**src/rtl/crsc_pkg.sv**
```systemverilog
// ----------------------------------------------------------------------------
// crsc_pkg
// Shared types and constants for the clock replacement sector cache.
// ----------------------------------------------------------------------------
package crsc_pkg;

    // Number of cache entries and width of a stored sector number.
    localparam int WAYS        = 64;
    localparam int SECTOR_BITS = 32;

    localparam int WAYS_W = $clog2(WAYS);
    localparam int TAG_W  = (SECTOR_BITS < 32) ? SECTOR_BITS : 32;

    // Fixed field widths of the item ports.
    localparam int WAY_FW = 6;
    localparam int SEC_FW = 32;
    localparam int CNT_W  = 32;

    // Depth of the request queue between front and back.
    localparam int QDEPTH   = 2;
    localparam int QPTR_W   = $clog2(QDEPTH);
    localparam int QCOUNT_W = $clog2(QDEPTH + 1);

    typedef enum logic [1:0] {
        OP_ACCESS = 2'd0,
        OP_INVAL  = 2'd1,
        OP_FLUSH  = 2'd2,
        OP_CLEAR  = 2'd3
    } op_e_t;

    typedef struct packed {
        logic [1:0]        op;
        logic [SEC_FW-1:0] sector;
        logic              is_write;
    } in_item_t;

    typedef struct packed {
        logic              hit;
        logic [WAY_FW-1:0] way;
        logic              fetch;
        logic [SEC_FW-1:0] fetch_sector;
        logic              write_back;
        logic [SEC_FW-1:0] write_back_sector;
        logic [CNT_W-1:0]  hit_total;
        logic [CNT_W-1:0]  eviction_writes;
        logic              last;
    } out_item_t;

    // Request as classified by the front part.
    typedef struct packed {
        op_e_t            op;
        logic [TAG_W-1:0] tag;
        logic             is_write;
    } req_t;

    typedef enum logic [3:0] {
        ST_IDLE,
        ST_SCAN,
        ST_CMP,
        ST_SWEEP,
        ST_VICT,
        ST_FSCAN,
        ST_FRD,
        ST_EMIT
    } state_t;

    // Advance a way index with wrap at the last entry.
    function automatic logic [WAYS_W-1:0] way_inc(logic [WAYS_W-1:0] i);
        logic [WAYS_W-1:0] r;
        if (i == WAYS_W'(WAYS - 1)) begin
            r = '0;
        end else begin
            r = i + 1'b1;
        end
        return r;
    endfunction

endpackage

```
**src/rtl/crsc_ram.sv**
```systemverilog
// ----------------------------------------------------------------------------
// crsc_ram
// Generic single-port RAM with registered read data.
// ----------------------------------------------------------------------------
module crsc_ram #(
    parameter int WIDTH = 32,
    parameter int DEPTH = 64
) (
    input  logic                     aclk,
    input  logic                     we,
    input  logic [$clog2(DEPTH)-1:0] addr,
    input  logic [WIDTH-1:0]         wdata,
    output logic [WIDTH-1:0]         rdata
);

    logic [WIDTH-1:0] mem [DEPTH];

    // Write at the address; read data is registered and appears in the next cycle.
    always_ff @(posedge aclk) begin
        if (we) begin
            mem[addr] <= wdata;
        end
        rdata <= mem[addr];
    end

endmodule

```
**src/rtl/crsc_front.sv**
```systemverilog
// ----------------------------------------------------------------------------
// crsc_front
// Accepts input items, classifies them and queues them for the back part.
// ----------------------------------------------------------------------------
module crsc_front (
    input  logic                aclk,
    input  logic                aresetn,
    input  logic                s_valid,
    output logic                s_ready,
    input  crsc_pkg::in_item_t  s_item,
    output logic                q_valid,
    output crsc_pkg::req_t      q_req,
    input  logic                q_pop
);

    crsc_pkg::req_t                   q_reg [crsc_pkg::QDEPTH];
    logic [crsc_pkg::QPTR_W-1:0]      wr_ptr_reg;
    logic [crsc_pkg::QPTR_W-1:0]      rd_ptr_reg;
    logic [crsc_pkg::QCOUNT_W-1:0]    count_reg;
    logic                             push;
    logic                             pop;
    crsc_pkg::req_t                   new_req;

    assign s_ready = (count_reg != crsc_pkg::QCOUNT_W'(crsc_pkg::QDEPTH));
    assign q_valid = (count_reg != '0);
    assign q_req   = q_reg[rd_ptr_reg];
    assign push    = s_valid && s_ready;
    assign pop     = q_pop && q_valid;

    // Decode the op and trim the sector number to the tag width.
    always_comb begin
        new_req.op       = crsc_pkg::op_e_t'(s_item.op);
        new_req.tag      = crsc_pkg::TAG_W'(s_item.sector);
        new_req.is_write = s_item.is_write;
    end

    // Queue storage.
    always_ff @(posedge aclk) begin
        if (push) begin
            q_reg[wr_ptr_reg] <= new_req;
        end
    end

    // Queue pointers and fill level.
    always_ff @(posedge aclk) begin
        if (!aresetn) begin
            wr_ptr_reg <= '0;
            rd_ptr_reg <= '0;
            count_reg  <= '0;
        end else begin
            if (push) begin
                wr_ptr_reg <= (wr_ptr_reg == crsc_pkg::QPTR_W'(crsc_pkg::QDEPTH - 1)) ?
                              '0 : wr_ptr_reg + 1'b1;
            end
            if (pop) begin
                rd_ptr_reg <= (rd_ptr_reg == crsc_pkg::QPTR_W'(crsc_pkg::QDEPTH - 1)) ?
                              '0 : rd_ptr_reg + 1'b1;
            end
            if (push && !pop) begin
                count_reg <= count_reg + 1'b1;
            end else if (pop && !push) begin
                count_reg <= count_reg - 1'b1;
            end
        end
    end

endmodule

```
**src/rtl/crsc_back.sv**
```systemverilog
// ----------------------------------------------------------------------------
// crsc_back
// Carries out queued requests: tag search, clock sweep, fill and flush.
// ----------------------------------------------------------------------------
module crsc_back (
    input  logic                aclk,
    input  logic                aresetn,
    input  logic                q_valid,
    input  crsc_pkg::req_t      q_req,
    output logic                q_pop,
    output logic                m_valid,
    input  logic                m_ready,
    output crsc_pkg::out_item_t m_item
);

    localparam int WAYS   = crsc_pkg::WAYS;
    localparam int WAYS_W = crsc_pkg::WAYS_W;
    localparam int TAG_W  = crsc_pkg::TAG_W;

    crsc_pkg::state_t             state_reg, state_next;
    crsc_pkg::req_t               cmd_reg, cmd_next;
    logic [WAYS_W-1:0]            idx_reg, idx_next;
    logic [WAYS_W-1:0]            hand_reg, hand_next;
    logic [WAYS-1:0]              valid_reg, valid_next;
    logic [WAYS-1:0]              dirty_reg, dirty_next;
    logic [WAYS-1:0]              use_reg, use_next;
    logic [crsc_pkg::CNT_W-1:0]   hits_reg, hits_next;
    logic [crsc_pkg::CNT_W-1:0]   wbs_reg, wbs_next;
    crsc_pkg::out_item_t          res_reg, res_next;
    crsc_pkg::out_item_t          out_reg, out_next;
    logic                         out_valid_reg, out_valid_next;

    logic                         ram_we;
    logic [WAYS_W-1:0]            ram_addr;
    logic [TAG_W-1:0]             ram_wdata;
    logic [TAG_W-1:0]             ram_rdata;
    logic [WAYS-1:0]              vd;
    logic [WAYS-1:0]              above;

    crsc_ram #(
        .WIDTH(TAG_W),
        .DEPTH(WAYS)
    ) u_tags (
        .aclk (aclk),
        .we   (ram_we),
        .addr (ram_addr),
        .wdata(ram_wdata),
        .rdata(ram_rdata)
    );

    assign m_valid = out_valid_reg;
    assign m_item  = out_reg;

    // Valid dirty entries after the current index, for the flush last flag.
    assign vd    = valid_reg & dirty_reg;
    assign above = (vd >> idx_reg) >> 1;

    // Next state and datapath control.
    always_comb begin
        state_next     = state_reg;
        cmd_next       = cmd_reg;
        idx_next       = idx_reg;
        hand_next      = hand_reg;
        valid_next     = valid_reg;
        dirty_next     = dirty_reg;
        use_next       = use_reg;
        hits_next      = hits_reg;
        wbs_next       = wbs_reg;
        res_next       = res_reg;
        out_next       = out_reg;
        out_valid_next = out_valid_reg;
        q_pop          = 1'b0;
        ram_we         = 1'b0;
        ram_addr       = idx_reg;
        ram_wdata      = cmd_reg.tag;

        if (m_ready) begin
            out_valid_next = 1'b0;
        end

        case (state_reg)
            crsc_pkg::ST_IDLE: begin
                if (q_valid) begin
                    q_pop    = 1'b1;
                    cmd_next = q_req;
                    idx_next = '0;
                    res_next = '0;
                    case (q_req.op)
                        crsc_pkg::OP_ACCESS, crsc_pkg::OP_INVAL: begin
                            state_next = crsc_pkg::ST_SCAN;
                        end
                        crsc_pkg::OP_FLUSH: begin
                            state_next = crsc_pkg::ST_FSCAN;
                        end
                        default: begin
                            valid_next    = '0;
                            dirty_next    = '0;
                            use_next      = '0;
                            hits_next     = '0;
                            wbs_next      = '0;
                            res_next.last = 1'b1;
                            state_next    = crsc_pkg::ST_EMIT;
                        end
                    endcase
                end
            end

            // First tag read of the search is issued at way zero.
            crsc_pkg::ST_SCAN: begin
                ram_addr   = '0;
                state_next = crsc_pkg::ST_CMP;
            end

            // Compare one way a cycle while the next tag is read.
            crsc_pkg::ST_CMP: begin
                ram_addr = crsc_pkg::way_inc(idx_reg);
                if (valid_reg[idx_reg] && (ram_rdata == cmd_reg.tag)) begin
                    hits_next     = hits_reg + 1'b1;
                    res_next.hit  = 1'b1;
                    res_next.way  = crsc_pkg::WAY_FW'(idx_reg);
                    res_next.last = 1'b1;
                    if (cmd_reg.op == crsc_pkg::OP_ACCESS) begin
                        use_next[idx_reg] = 1'b1;
                        if (cmd_reg.is_write) begin
                            dirty_next[idx_reg] = 1'b1;
                        end
                    end else begin
                        valid_next[idx_reg] = 1'b0;
                    end
                    state_next = crsc_pkg::ST_EMIT;
                end else if (idx_reg == WAYS_W'(WAYS - 1)) begin
                    if (cmd_reg.op == crsc_pkg::OP_ACCESS) begin
                        state_next = crsc_pkg::ST_SWEEP;
                    end else begin
                        res_next.last = 1'b1;
                        state_next    = crsc_pkg::ST_EMIT;
                    end
                end else begin
                    idx_next = crsc_pkg::way_inc(idx_reg);
                end
            end

            // Clock hand: give used entries a second chance.
            crsc_pkg::ST_SWEEP: begin
                hand_next = crsc_pkg::way_inc(hand_reg);
                ram_addr  = hand_reg;
                if (valid_reg[hand_reg] && use_reg[hand_reg]) begin
                    use_next[hand_reg] = 1'b0;
                end else begin
                    idx_next   = hand_reg;
                    state_next = crsc_pkg::ST_VICT;
                end
            end

            // Victim tag is in; write back if needed and fill the way.
            crsc_pkg::ST_VICT: begin
                if (valid_reg[idx_reg] && dirty_reg[idx_reg]) begin
                    wbs_next                   = wbs_reg + 1'b1;
                    res_next.write_back        = 1'b1;
                    res_next.write_back_sector = crsc_pkg::SEC_FW'(ram_rdata);
                end
                ram_we              = 1'b1;
                valid_next[idx_reg] = 1'b1;
                use_next[idx_reg]   = 1'b1;
                dirty_next[idx_reg] = cmd_reg.is_write;
                res_next.way          = crsc_pkg::WAY_FW'(idx_reg);
                res_next.fetch        = 1'b1;
                res_next.fetch_sector = crsc_pkg::SEC_FW'(cmd_reg.tag);
                res_next.last         = 1'b1;
                state_next            = crsc_pkg::ST_EMIT;
            end

            // Flush: step to the next valid dirty way.
            crsc_pkg::ST_FSCAN: begin
                if (vd[idx_reg]) begin
                    state_next = crsc_pkg::ST_FRD;
                end else if (idx_reg == WAYS_W'(WAYS - 1)) begin
                    state_next = crsc_pkg::ST_IDLE;
                end else begin
                    idx_next = crsc_pkg::way_inc(idx_reg);
                end
            end

            crsc_pkg::ST_FRD: begin
                res_next                   = '0;
                res_next.way               = crsc_pkg::WAY_FW'(idx_reg);
                res_next.write_back        = 1'b1;
                res_next.write_back_sector = crsc_pkg::SEC_FW'(ram_rdata);
                res_next.last              = (above == '0);
                state_next                 = crsc_pkg::ST_EMIT;
            end

            // Hand the result item to the output register.
            crsc_pkg::ST_EMIT: begin
                if (!out_valid_reg || m_ready) begin
                    out_next                 = res_reg;
                    out_next.hit_total       = hits_reg;
                    out_next.eviction_writes = wbs_reg;
                    out_valid_next           = 1'b1;
                    if (cmd_reg.op == crsc_pkg::OP_FLUSH && !res_reg.last) begin
                        idx_next   = crsc_pkg::way_inc(idx_reg);
                        state_next = crsc_pkg::ST_FSCAN;
                    end else begin
                        state_next = crsc_pkg::ST_IDLE;
                    end
                end
            end

            default: begin
                state_next = crsc_pkg::ST_IDLE;
            end
        endcase
    end

    // Control state.
    always_ff @(posedge aclk) begin
        if (!aresetn) begin
            state_reg     <= crsc_pkg::ST_IDLE;
            hand_reg      <= '0;
            valid_reg     <= '0;
            dirty_reg     <= '0;
            use_reg       <= '0;
            hits_reg      <= '0;
            wbs_reg       <= '0;
            out_valid_reg <= 1'b0;
        end else begin
            state_reg     <= state_next;
            hand_reg      <= hand_next;
            valid_reg     <= valid_next;
            dirty_reg     <= dirty_next;
            use_reg       <= use_next;
            hits_reg      <= hits_next;
            wbs_reg       <= wbs_next;
            out_valid_reg <= out_valid_next;
        end
    end

    // Payload registers.
    always_ff @(posedge aclk) begin
        cmd_reg <= cmd_next;
        idx_reg <= idx_next;
        res_reg <= res_next;
        out_reg <= out_next;
    end

endmodule

```
**src/rtl/clock_replacement_sector_cache.sv**
```systemverilog
// ----------------------------------------------------------------------------
// clock_replacement_sector_cache
// Tag and clock replacement controller for a fully associative sector cache.
// ----------------------------------------------------------------------------
// Items are queued by the front part and executed one at a time by the back
// part. Tags live in a single-port RAM, so a lookup compares one way per
// cycle and stops at the first hit; a miss then lets the clock hand sweep to
// a victim. A flush steps through every way and reports each valid dirty
// entry, and a clear resets the valid, dirty and use bits and both counters.
// The output register lets the back part start the next item while a result
// waits to be taken.
module clock_replacement_sector_cache (
    input  logic                aclk,
    input  logic                aresetn,
    input  logic                s_valid,
    output logic                s_ready,
    input  crsc_pkg::in_item_t  s_item,
    output logic                m_valid,
    input  logic                m_ready,
    output crsc_pkg::out_item_t m_item
);

    logic           q_valid;
    logic           q_pop;
    crsc_pkg::req_t q_req;

    crsc_front u_front (
        .aclk   (aclk),
        .aresetn(aresetn),
        .s_valid(s_valid),
        .s_ready(s_ready),
        .s_item (s_item),
        .q_valid(q_valid),
        .q_req  (q_req),
        .q_pop  (q_pop)
    );

    crsc_back u_back (
        .aclk   (aclk),
        .aresetn(aresetn),
        .q_valid(q_valid),
        .q_req  (q_req),
        .q_pop  (q_pop),
        .m_valid(m_valid),
        .m_ready(m_ready),
        .m_item (m_item)
    );

endmodule

```
**config.mk**
```make
export PLATFORM = sky130hd
export DESIGN_NAME = clock_replacement_sector_cache
export DESIGN_NICKNAME = d
export VERILOG_FILES = /design/src/rtl/crsc_pkg.sv /design/src/rtl/crsc_ram.sv /design/src/rtl/crsc_front.sv /design/src/rtl/crsc_back.sv /design/src/rtl/clock_replacement_sector_cache.sv
export SDC_FILE = /design/constraint.sdc
export NUM_CORES = 2
export LEC_CHECK = 0
export BUFFER_PORTS_ARGS = -buffer_cell sky130_fd_sc_hd__buf_2
export CAP_MARGIN = 10
export CORE_MARGIN = 2
export CORE_UTILIZATION = 24
export CTS_CLUSTER_DIAMETER = 200
export DETAILED_ROUTE_END_ITERATION = 8
export PLACE_DENSITY = 0.47
export SLEW_MARGIN = 20
export SYNTH_ARGS = -nofsm -noshare
export SYNTH_HDL_FRONTEND = slang
export SYNTH_HIERARCHICAL = 1
export SYNTH_SLANG_ARGS = --single-unit
```
**constraint.sdc**
```tcl
create_clock -name aclk -period 9.4 [get_ports aclk]
set_clock_uncertainty 0.05 [all_clocks]
set_input_delay 0.94 -clock aclk [delete_from_list [all_inputs] [get_ports aclk]]
set_output_delay 0.94 -clock aclk [all_outputs]
set_load 0.05 [all_outputs]
```
-- Word level (Yosys, flattened, before mapping)
Memories as Yosys holds them, arrays and structs flattened. A register that Yosys moved wholly into a read port is not among the register bits.
Index checks and enable logic that the tools add are counted.
- flip-flop bits (word level): 524
- memory bits (writable): 2118
- bits of input ports: 39
- output and inout bits: 140
- memories kept: 2
- add/subtract/negate cells: 8
- $lt $le $gt $ge: 4
- equal/unequal tests: 30
- shift-type cells: 1
- mux-type cells: 83
- bitwise gates (word level): 8
- reduce and logical (&&, ||, !) cells: 47
- memory list (name ; depth ; bits a word ; rd ports ; clocked after memory_dff ; wr ports ; line ; RTL):
    u_back.u_tags.mem ; 64 ; 32 ; 1 ; 1 ; 1 ; crsc_ram.sv:16 ; logic [WIDTH-1:0] mem [DEPTH];
    u_front.q_reg ; 2 ; 35 ; 1 ; 1 ; 1 ; crsc_front.sv:16 ; crsc_pkg::req_t q_reg [crsc_pkg::QDEPTH];
- operators by type and width (kind ; count):
    $mux W64 ; 10
    $pmux W64 S3 ; 2
    $pmux W64 S4 ; 1
    $pmux W66 S3 ; 1
    $and A64 B64 Y64 ; 3
    $or A64 B64 Y64 ; 3
    $mux W138 ; 1
    $mux W32 ; 4
    $not A64 Y64 ; 2
    $pmux W32 S2 ; 2
    $add A32 B1 Y32 const B ; 2
    $bwmux W64 ; 1
    $logic_not A64 Y1 ; 1
    $shr A64 B6 Y64 ; 1
    $mux W6 ; 9
    $pmux W6 S3 ; 2
    $mux W33 ; 1
    $eq A32 B32 Y1 ; 1
    $bmux W1 S6 ; 5
    $pmux W6 S5 ; 1
    $mux W4 ; 7
    $pmux W4 S7 ; 1
    $mux W1 ; 25
    $eq A4 B3 Y1 const B ; 4
    39 further kinds ; 91

-- Logic depth before layout (Yosys ltp)
- depth after elaboration: 9
- mapped depth: 22

-- Cells and area by module
Netlist, hierarchy kept.
- by module, submodules not included (module ; instances ; cells each ; area an instance (um^2) ; sequential area each (um^2)):
    crsc_ram ; 1 ; 4370 ; 78615.4 ; 62139.6
    crsc_back ; 1 ; 2819 ; 27192.3 ; 12922.4
    crsc_front ; 1 ; 133 ; 2766.4 ; 2202.1

-- Worst setup path before layout
Ideal clock, no wire load.
- kind: input-to-reg
- start: in m_ready
- end: reg u_back.out_reg (netlist bit u_back/m_item[0]) (enable)
- library setup time: 0.651 ns
- arrival: 7.140 ns
- required time: 8.699 ns
- setup slack: 1.559 ns
- stages on the path: 2
- path buffers: 0
- cell sequence: nand2b_1 > nor2b_1
- word-level cells in the longest chain between the ends: 2
- ends and longest elaborated chain (element ; line ; RTL):
    start: declaration ; clock_replacement_sector_cache.sv:19 ; input logic m_ready,
    $logic_or A1 B1 Y1 ; crsc_back.sv:195 ; if (!out_valid_reg || m_ready) begin
    $reduce_and A2 Y1 (no line) ; -- ;
    end signal: assignment ; crsc_back.sv:243 ; out_reg <= out_next;
    end: declaration ; crsc_back.sv:30 ; crsc_pkg::out_item_t out_reg, out_next;
Every way passes these cells.
A chain may end at the register's enable or synchronous reset.

-- Worst setup path after layout
- start: reg u_back.state_reg[1]
- end: reg u_back.u_tags.rdata[27] (read register of u_back.u_tags.mem)
- word-level cells in the longest chain between the ends: 2
- ends and longest elaborated chain (element ; line ; RTL):
    start: declaration ; crsc_back.sv:20 ; crsc_pkg::state_t state_reg, state_next;
    start signal: assignment ; crsc_back.sv:218 ; state_reg <= crsc_pkg::ST_IDLE;
    start signal: assignment ; crsc_back.sv:227 ; state_reg <= state_next;
    $eq A4 B2 Y1 or $eq A4 B1 Y1 (tied branches) ; crsc_back.sv:81 ; case (state_reg)
    $pmux W6 S3 * ; crsc_back.sv:81 ;
    net u_back.ram_addr[0] ; crsc_back.sv:34 ; logic [WAYS_W-1:0] ram_addr;
    end: declaration ; crsc_ram.sv:13 ; output logic [WIDTH-1:0] rdata
Mark *: on every way through the listed nets, which the timed path passes. The rest lies on a longest branch.

==> impl_metrics.prom <==
# TYPE chip_impl_metric gauge
chip_impl_info{name="run_status",value="completed"} 1
chip_impl_metric{name="postCtsHoldBufs",unit=""} 0
chip_impl_metric{name="cp_data_arrival_time",unit="ps"} 7490
chip_impl_metric{name="drt.antenna.violating_nets",unit=""} 0
chip_impl_metric{name="max-cap-violations",unit=""} 0
chip_impl_metric{name="grt_use_met1",unit="%"} 23.5
chip_impl_metric{name="synth_compound_gate_area_share",unit="%"} 14.3
chip_impl_info{name="postSynth.topFlopCell",value="sky130_fd_sc_hd__edfxtp_1"} 1
chip_impl_metric{name="synth-seq-cells",unit=""} 2674
chip_impl_metric{name="grt_antenna_before_repair",unit=""} 46
chip_impl_metric{name="fill_cells",unit=""} 45100
chip_impl_metric{name="fin_nets",unit=""} 7567
chip_impl_metric{name="total_clock_sinks",unit=""} 2674
chip_impl_metric{name="powerDensity",unit="nW/um^2"} 347
chip_impl_info{name="crit_chain",value="nand2_1 -> inv_1 -> nand2_1 -> o211ai_1 -> buf_12 -> buf_4 -> nor2b_4 -> buf_12 -> a221oi_1 -> o22ai_1 -> a22oi_1 -> o21ai_0 -> or4_1"} 1
chip_impl_metric{name="first_pass_iters",unit=""} 7
chip_impl_metric{name="final-setup-viol-count",unit=""} 0
chip_impl_metric{name="largest_reg_flops",unit=""} 2048
chip_impl_info{name="tritoncts",value="yes"} 1
chip_impl_metric{name="groute.layer.met3.usage",unit="%"} 3.55
chip_impl_metric{name="die_y",unit="microns"} 677
chip_impl_metric{name="post-route-min-period",unit="ps"} 6770
chip_impl_metric{name="seq_area_frac_synth",unit="%"} 71.2
chip_impl_metric{name="multi_input_comb_area",unit="sq um"} 29200
chip_impl_metric{name="worst-slew-pin-transition",unit="ps"} 1340
chip_impl_metric{name="synth-async-reset-ratio",unit="%"} 0
chip_impl_metric{name="gp_congestion",unit=""} 0.935
chip_impl_info{name="criticalPathCategory",value="reg -> reg"} 1
chip_impl_metric{name="fmax",unit="MHz"} 148
chip_impl_info{name="critical-path-slowest-cell",value="sky130_fd_sc_hd__dfxtp_1"} 1
chip_impl_metric{name="cts.repair_timing.setup_buffer_count",unit=""} 0
chip_impl_metric{name="simple_gate_share_of_the_synthesized_area",unit="%"} 6.23
chip_impl_metric{name="die_x",unit="microns"} 677
chip_impl_metric{name="final_min_period_over_clock_period",unit="%"} 72.1
chip_impl_metric{name="static-leakage-power",unit="nW"} 39.2
chip_impl_metric{name="globalRoute.totalOverflow",unit=""} 0
chip_impl_metric{name="cp_data_required_time",unit="ps"} 10120
chip_impl_metric{name="mappedNetlistArea",unit="sq um"} 109000
chip_impl_metric{name="setup_total_negative_slack",unit="ps"} 0
chip_impl_metric{name="dp.final_hpwl",unit="mm"} 268
chip_impl_metric{name="yosysTopAreaCellShare",unit="%"} 65.6
chip_impl_metric{name="clkSlewWorstSetupHoldPaths",unit="ps"} 60
chip_impl_metric{name="sequential_cell_area",unit="sq um"} 77300
chip_impl_info{name="cell_accounting_for_the_most_synthesized_area",value="sky130_fd_sc_hd__edfxtp_1"} 1
chip_impl_metric{name="synth_area_per_cell",unit="sq um"} 14.8
chip_impl_metric{name="synth_edf_count",unit=""} 2371
chip_impl_metric{name="placedCellCount",unit=""} 13200
chip_impl_metric{name="numPortBuffers",unit=""} 178
chip_impl_info{name="yosys-top-cells-area",value="sky130_fd_sc_hd__edfxtp_1, sky130_fd_sc_hd__dfxtp_1, sky130_fd_sc_hd__a221oi_1"} 1
chip_impl_metric{name="slowest_delay",unit="ps"} 850
chip_impl_metric{name="initial_core_util",unit="%"} 24.0
chip_impl_metric{name="yosys.area_share.adder",unit="%"} 0.0807
chip_impl_metric{name="dr_total_vias",unit=""} 73000
chip_impl_metric{name="vias_per_cell",unit=""} 5.30
chip_impl_metric{name="grt_use_total",unit="%"} 17.7
chip_impl_metric{name="syn-instance-count",unit=""} 7322
chip_impl_metric{name="htree_levels",unit=""} 5
chip_impl_metric{name="first_global_vias",unit=""} 70300
chip_impl_metric{name="clock_latency",unit="ps"} 960
chip_impl_metric{name="vdd.ir_drop.worst",unit="V"} 0.000426
chip_impl_metric{name="cts_bufs_inserted",unit=""} 293
chip_impl_info{name="global_route.peak_usage_layer",value="met2"} 1
chip_impl_metric{name="drt_first_iter_violations",unit=""} 9706
chip_impl_info{name="start_kind",value="register"} 1
chip_impl_metric{name="groute.layer.met2.usage",unit="%"} 27.9
chip_impl_metric{name="syn-num-nets",unit=""} 7368
chip_impl_metric{name="layout_area_overhead",unit="%"} 17.8
chip_impl_metric{name="post_cts.resized_instances",unit=""} 0
chip_impl_metric{name="layout-drive-gt1-share",unit="%"} 17.5
chip_impl_info{name="setup.worst_path.end_class",value="register"} 1
chip_impl_metric{name="synth-xor-area-share",unit="%"} 0.605
chip_impl_metric{name="muxShareOfSynthArea",unit="%"} 4.93
chip_impl_metric{name="clockBufferDepth",unit=""} 4
chip_impl_metric{name="design.portCount",unit=""} 179
chip_impl_metric{name="grt_pass1_wl",unit="mm"} 584
chip_impl_metric{name="slew-limit-headroom",unit="%"} 10.3
chip_impl_metric{name="synthDistinctLibCells",unit=""} 100
chip_impl_metric{name="finalWirelength",unit="mm"} 423
chip_impl_metric{name="ys_warn_count",unit=""} 6
chip_impl_info{name="grt_setup_unrepaired",value="false"} 1
chip_impl_metric{name="avgRoutedWirePerCell",unit="microns"} 30.7
chip_impl_metric{name="slew_viol_final",unit=""} 0
chip_impl_info{name="cts_root_buffer",value="sky130_fd_sc_hd__clkbuf_16"} 1
chip_impl_metric{name="final_cell_count_no_fill",unit=""} 13800
chip_impl_metric{name="floorplan.rows",unit=""} 247
chip_impl_metric{name="final-hold-violation-count",unit=""} 0
chip_impl_metric{name="dieArea",unit="sq um"} 458000
chip_impl_info{name="synth_top_family_by_area",value="compound AO/OA/AOI/OAI gates"} 1
chip_impl_metric{name="drcViolationCount",unit=""} 0
chip_impl_info{name="hp-class",value="in -> reg"} 1
chip_impl_metric{name="critical_path_peak_fanout",unit=""} 124
chip_impl_metric{name="largest_net_degree_at_the_start_of_global_routing",unit=""} 142
chip_impl_metric{name="core_region_area",unit="sq um"} 452000
[metal layers]
layer  routed length [microns]  vias to the layer above
met4                     21800                       10
met5                        80                        -
met2                    192000                     4007
met3                     37200                      806
li1                          -                    30200
met1                    171000                    38000
[critical path: cells and delay by family, from the launching register on]
kind	cells	cell delay [ps]
flops	1	850
simple gates	4	1260
buf+inv	4	1950
compound gates	5	2180
[power by group]
group          total (mW)  switching, mW  internal (mW)
registers            15.0          0.491           14.5
clock network        11.7           4.98           6.69
logic                17.7           13.3           4.32
[stage by stage]
step	area (sq um)	power (mW)	utilization (%)	worst slack [ps]	hold WS (ps)
final	128000	44.4	28.3	2630	189
after global routing	128000	45.5	28.3	2640	154
after CTS	128000	44.2	28.3	2900	125
after detailed placement	118000	32.6	26.1	2940	355
after global placement	117000	32.4	25.9	1700	357
after floorplan	109000	24.2	-	1560	350
[synthesized netlist by cell type (25+ instances only)]
| library cell | count |
|---|---|
| sky130_fd_sc_hd__a211oi_1 | 128 |
| sky130_fd_sc_hd__a21o_1 | 25 |
| sky130_fd_sc_hd__a21oi_1 | 492 |
| sky130_fd_sc_hd__a221oi_1 | 337 |
| sky130_fd_sc_hd__a222oi_1 | 41 |
| sky130_fd_sc_hd__a22oi_1 | 321 |
| sky130_fd_sc_hd__a31oi_1 | 26 |
| sky130_fd_sc_hd__and2_1 | 95 |
| sky130_fd_sc_hd__and3_1 | 94 |
| sky130_fd_sc_hd__buf_1 | 44 |
| sky130_fd_sc_hd__buf_2 | 169 |
| sky130_fd_sc_hd__buf_4 | 43 |
| sky130_fd_sc_hd__buf_6 | 31 |
| sky130_fd_sc_hd__clkbuf_1 | 282 |
| sky130_fd_sc_hd__dfxtp_1 | 303 |
| sky130_fd_sc_hd__edfxtp_1 | 2371 |
| sky130_fd_sc_hd__inv_1 | 35 |
| sky130_fd_sc_hd__mux2_2 | 138 |
| sky130_fd_sc_hd__mux2i_1 | 217 |
| sky130_fd_sc_hd__mux4_2 | 65 |
| sky130_fd_sc_hd__nand2_1 | 264 |
| sky130_fd_sc_hd__nand2b_1 | 27 |
| sky130_fd_sc_hd__nand3_1 | 99 |
| sky130_fd_sc_hd__nand3b_1 | 33 |
| sky130_fd_sc_hd__nand4_1 | 34 |
| sky130_fd_sc_hd__nor2_1 | 358 |
| sky130_fd_sc_hd__nor3_1 | 78 |
| sky130_fd_sc_hd__nor4_1 | 126 |
| sky130_fd_sc_hd__o211ai_1 | 41 |
| sky130_fd_sc_hd__o21a_1 | 40 |
| sky130_fd_sc_hd__o21ai_0 | 193 |
| sky130_fd_sc_hd__o221ai_1 | 25 |
| sky130_fd_sc_hd__o22ai_1 | 195 |
| sky130_fd_sc_hd__or4_1 | 30 |
| sky130_fd_sc_hd__xor2_1 | 52 |
[area by class of cell]
| type | count | area share [%] |
|---|---|---|
| antenna | 27 | 0.0528 |
| clock buffer | 373 | 6.24 |
| clock inverter | 163 | 1.38 |
| inverter | 46 | 0.146 |
| multi-input combinational | 4030 | 22.8 |
| sequential | 2674 | 60.4 |
| tap | 5976 | 5.85 |
| timing repair buffer | 476 | 3.09 |
[worst paths after layout]
path	start	end	slack (ps)	cells after the start
worst max register to register	u_back/state_reg[1]	u_back/u_tags/rdata[27]	2630	13
worst max-delay path	u_back/state_reg[1]	u_back/u_tags/rdata[27]	2630	13
worst min-delay path	s_item[29]	u_front/q_reg[0][29]	190	1
worst min register to register	u_back/res_reg[118]	u_back/m_item[118]	360	0
[cell families after synthesis]
family / Yosys count
AO/OA/AOI/OAI: 2178
adder cells (fa/ha/maj): 7
AND/OR/NAND/NOR: 1336
XOR/XNOR: 75
multiplexers: 434
flip-flops: 2674
buffers and inverters: 618
[placed cells by master (no fill, tap or decap), types with 216 or more instances in the layout]
cell,count
sky130_fd_sc_hd__a21oi_1,490
sky130_fd_sc_hd__a221oi_1,337
sky130_fd_sc_hd__a22oi_1,321
sky130_fd_sc_hd__buf_4,241
sky130_fd_sc_hd__clkbuf_16,299
sky130_fd_sc_hd__dfxtp_1,300
sky130_fd_sc_hd__edfxtp_1,2371
sky130_fd_sc_hd__mux2i_1,216
sky130_fd_sc_hd__nand2_1,260
sky130_fd_sc_hd__nor2_1,283
(Power assumes the default switching activity.)
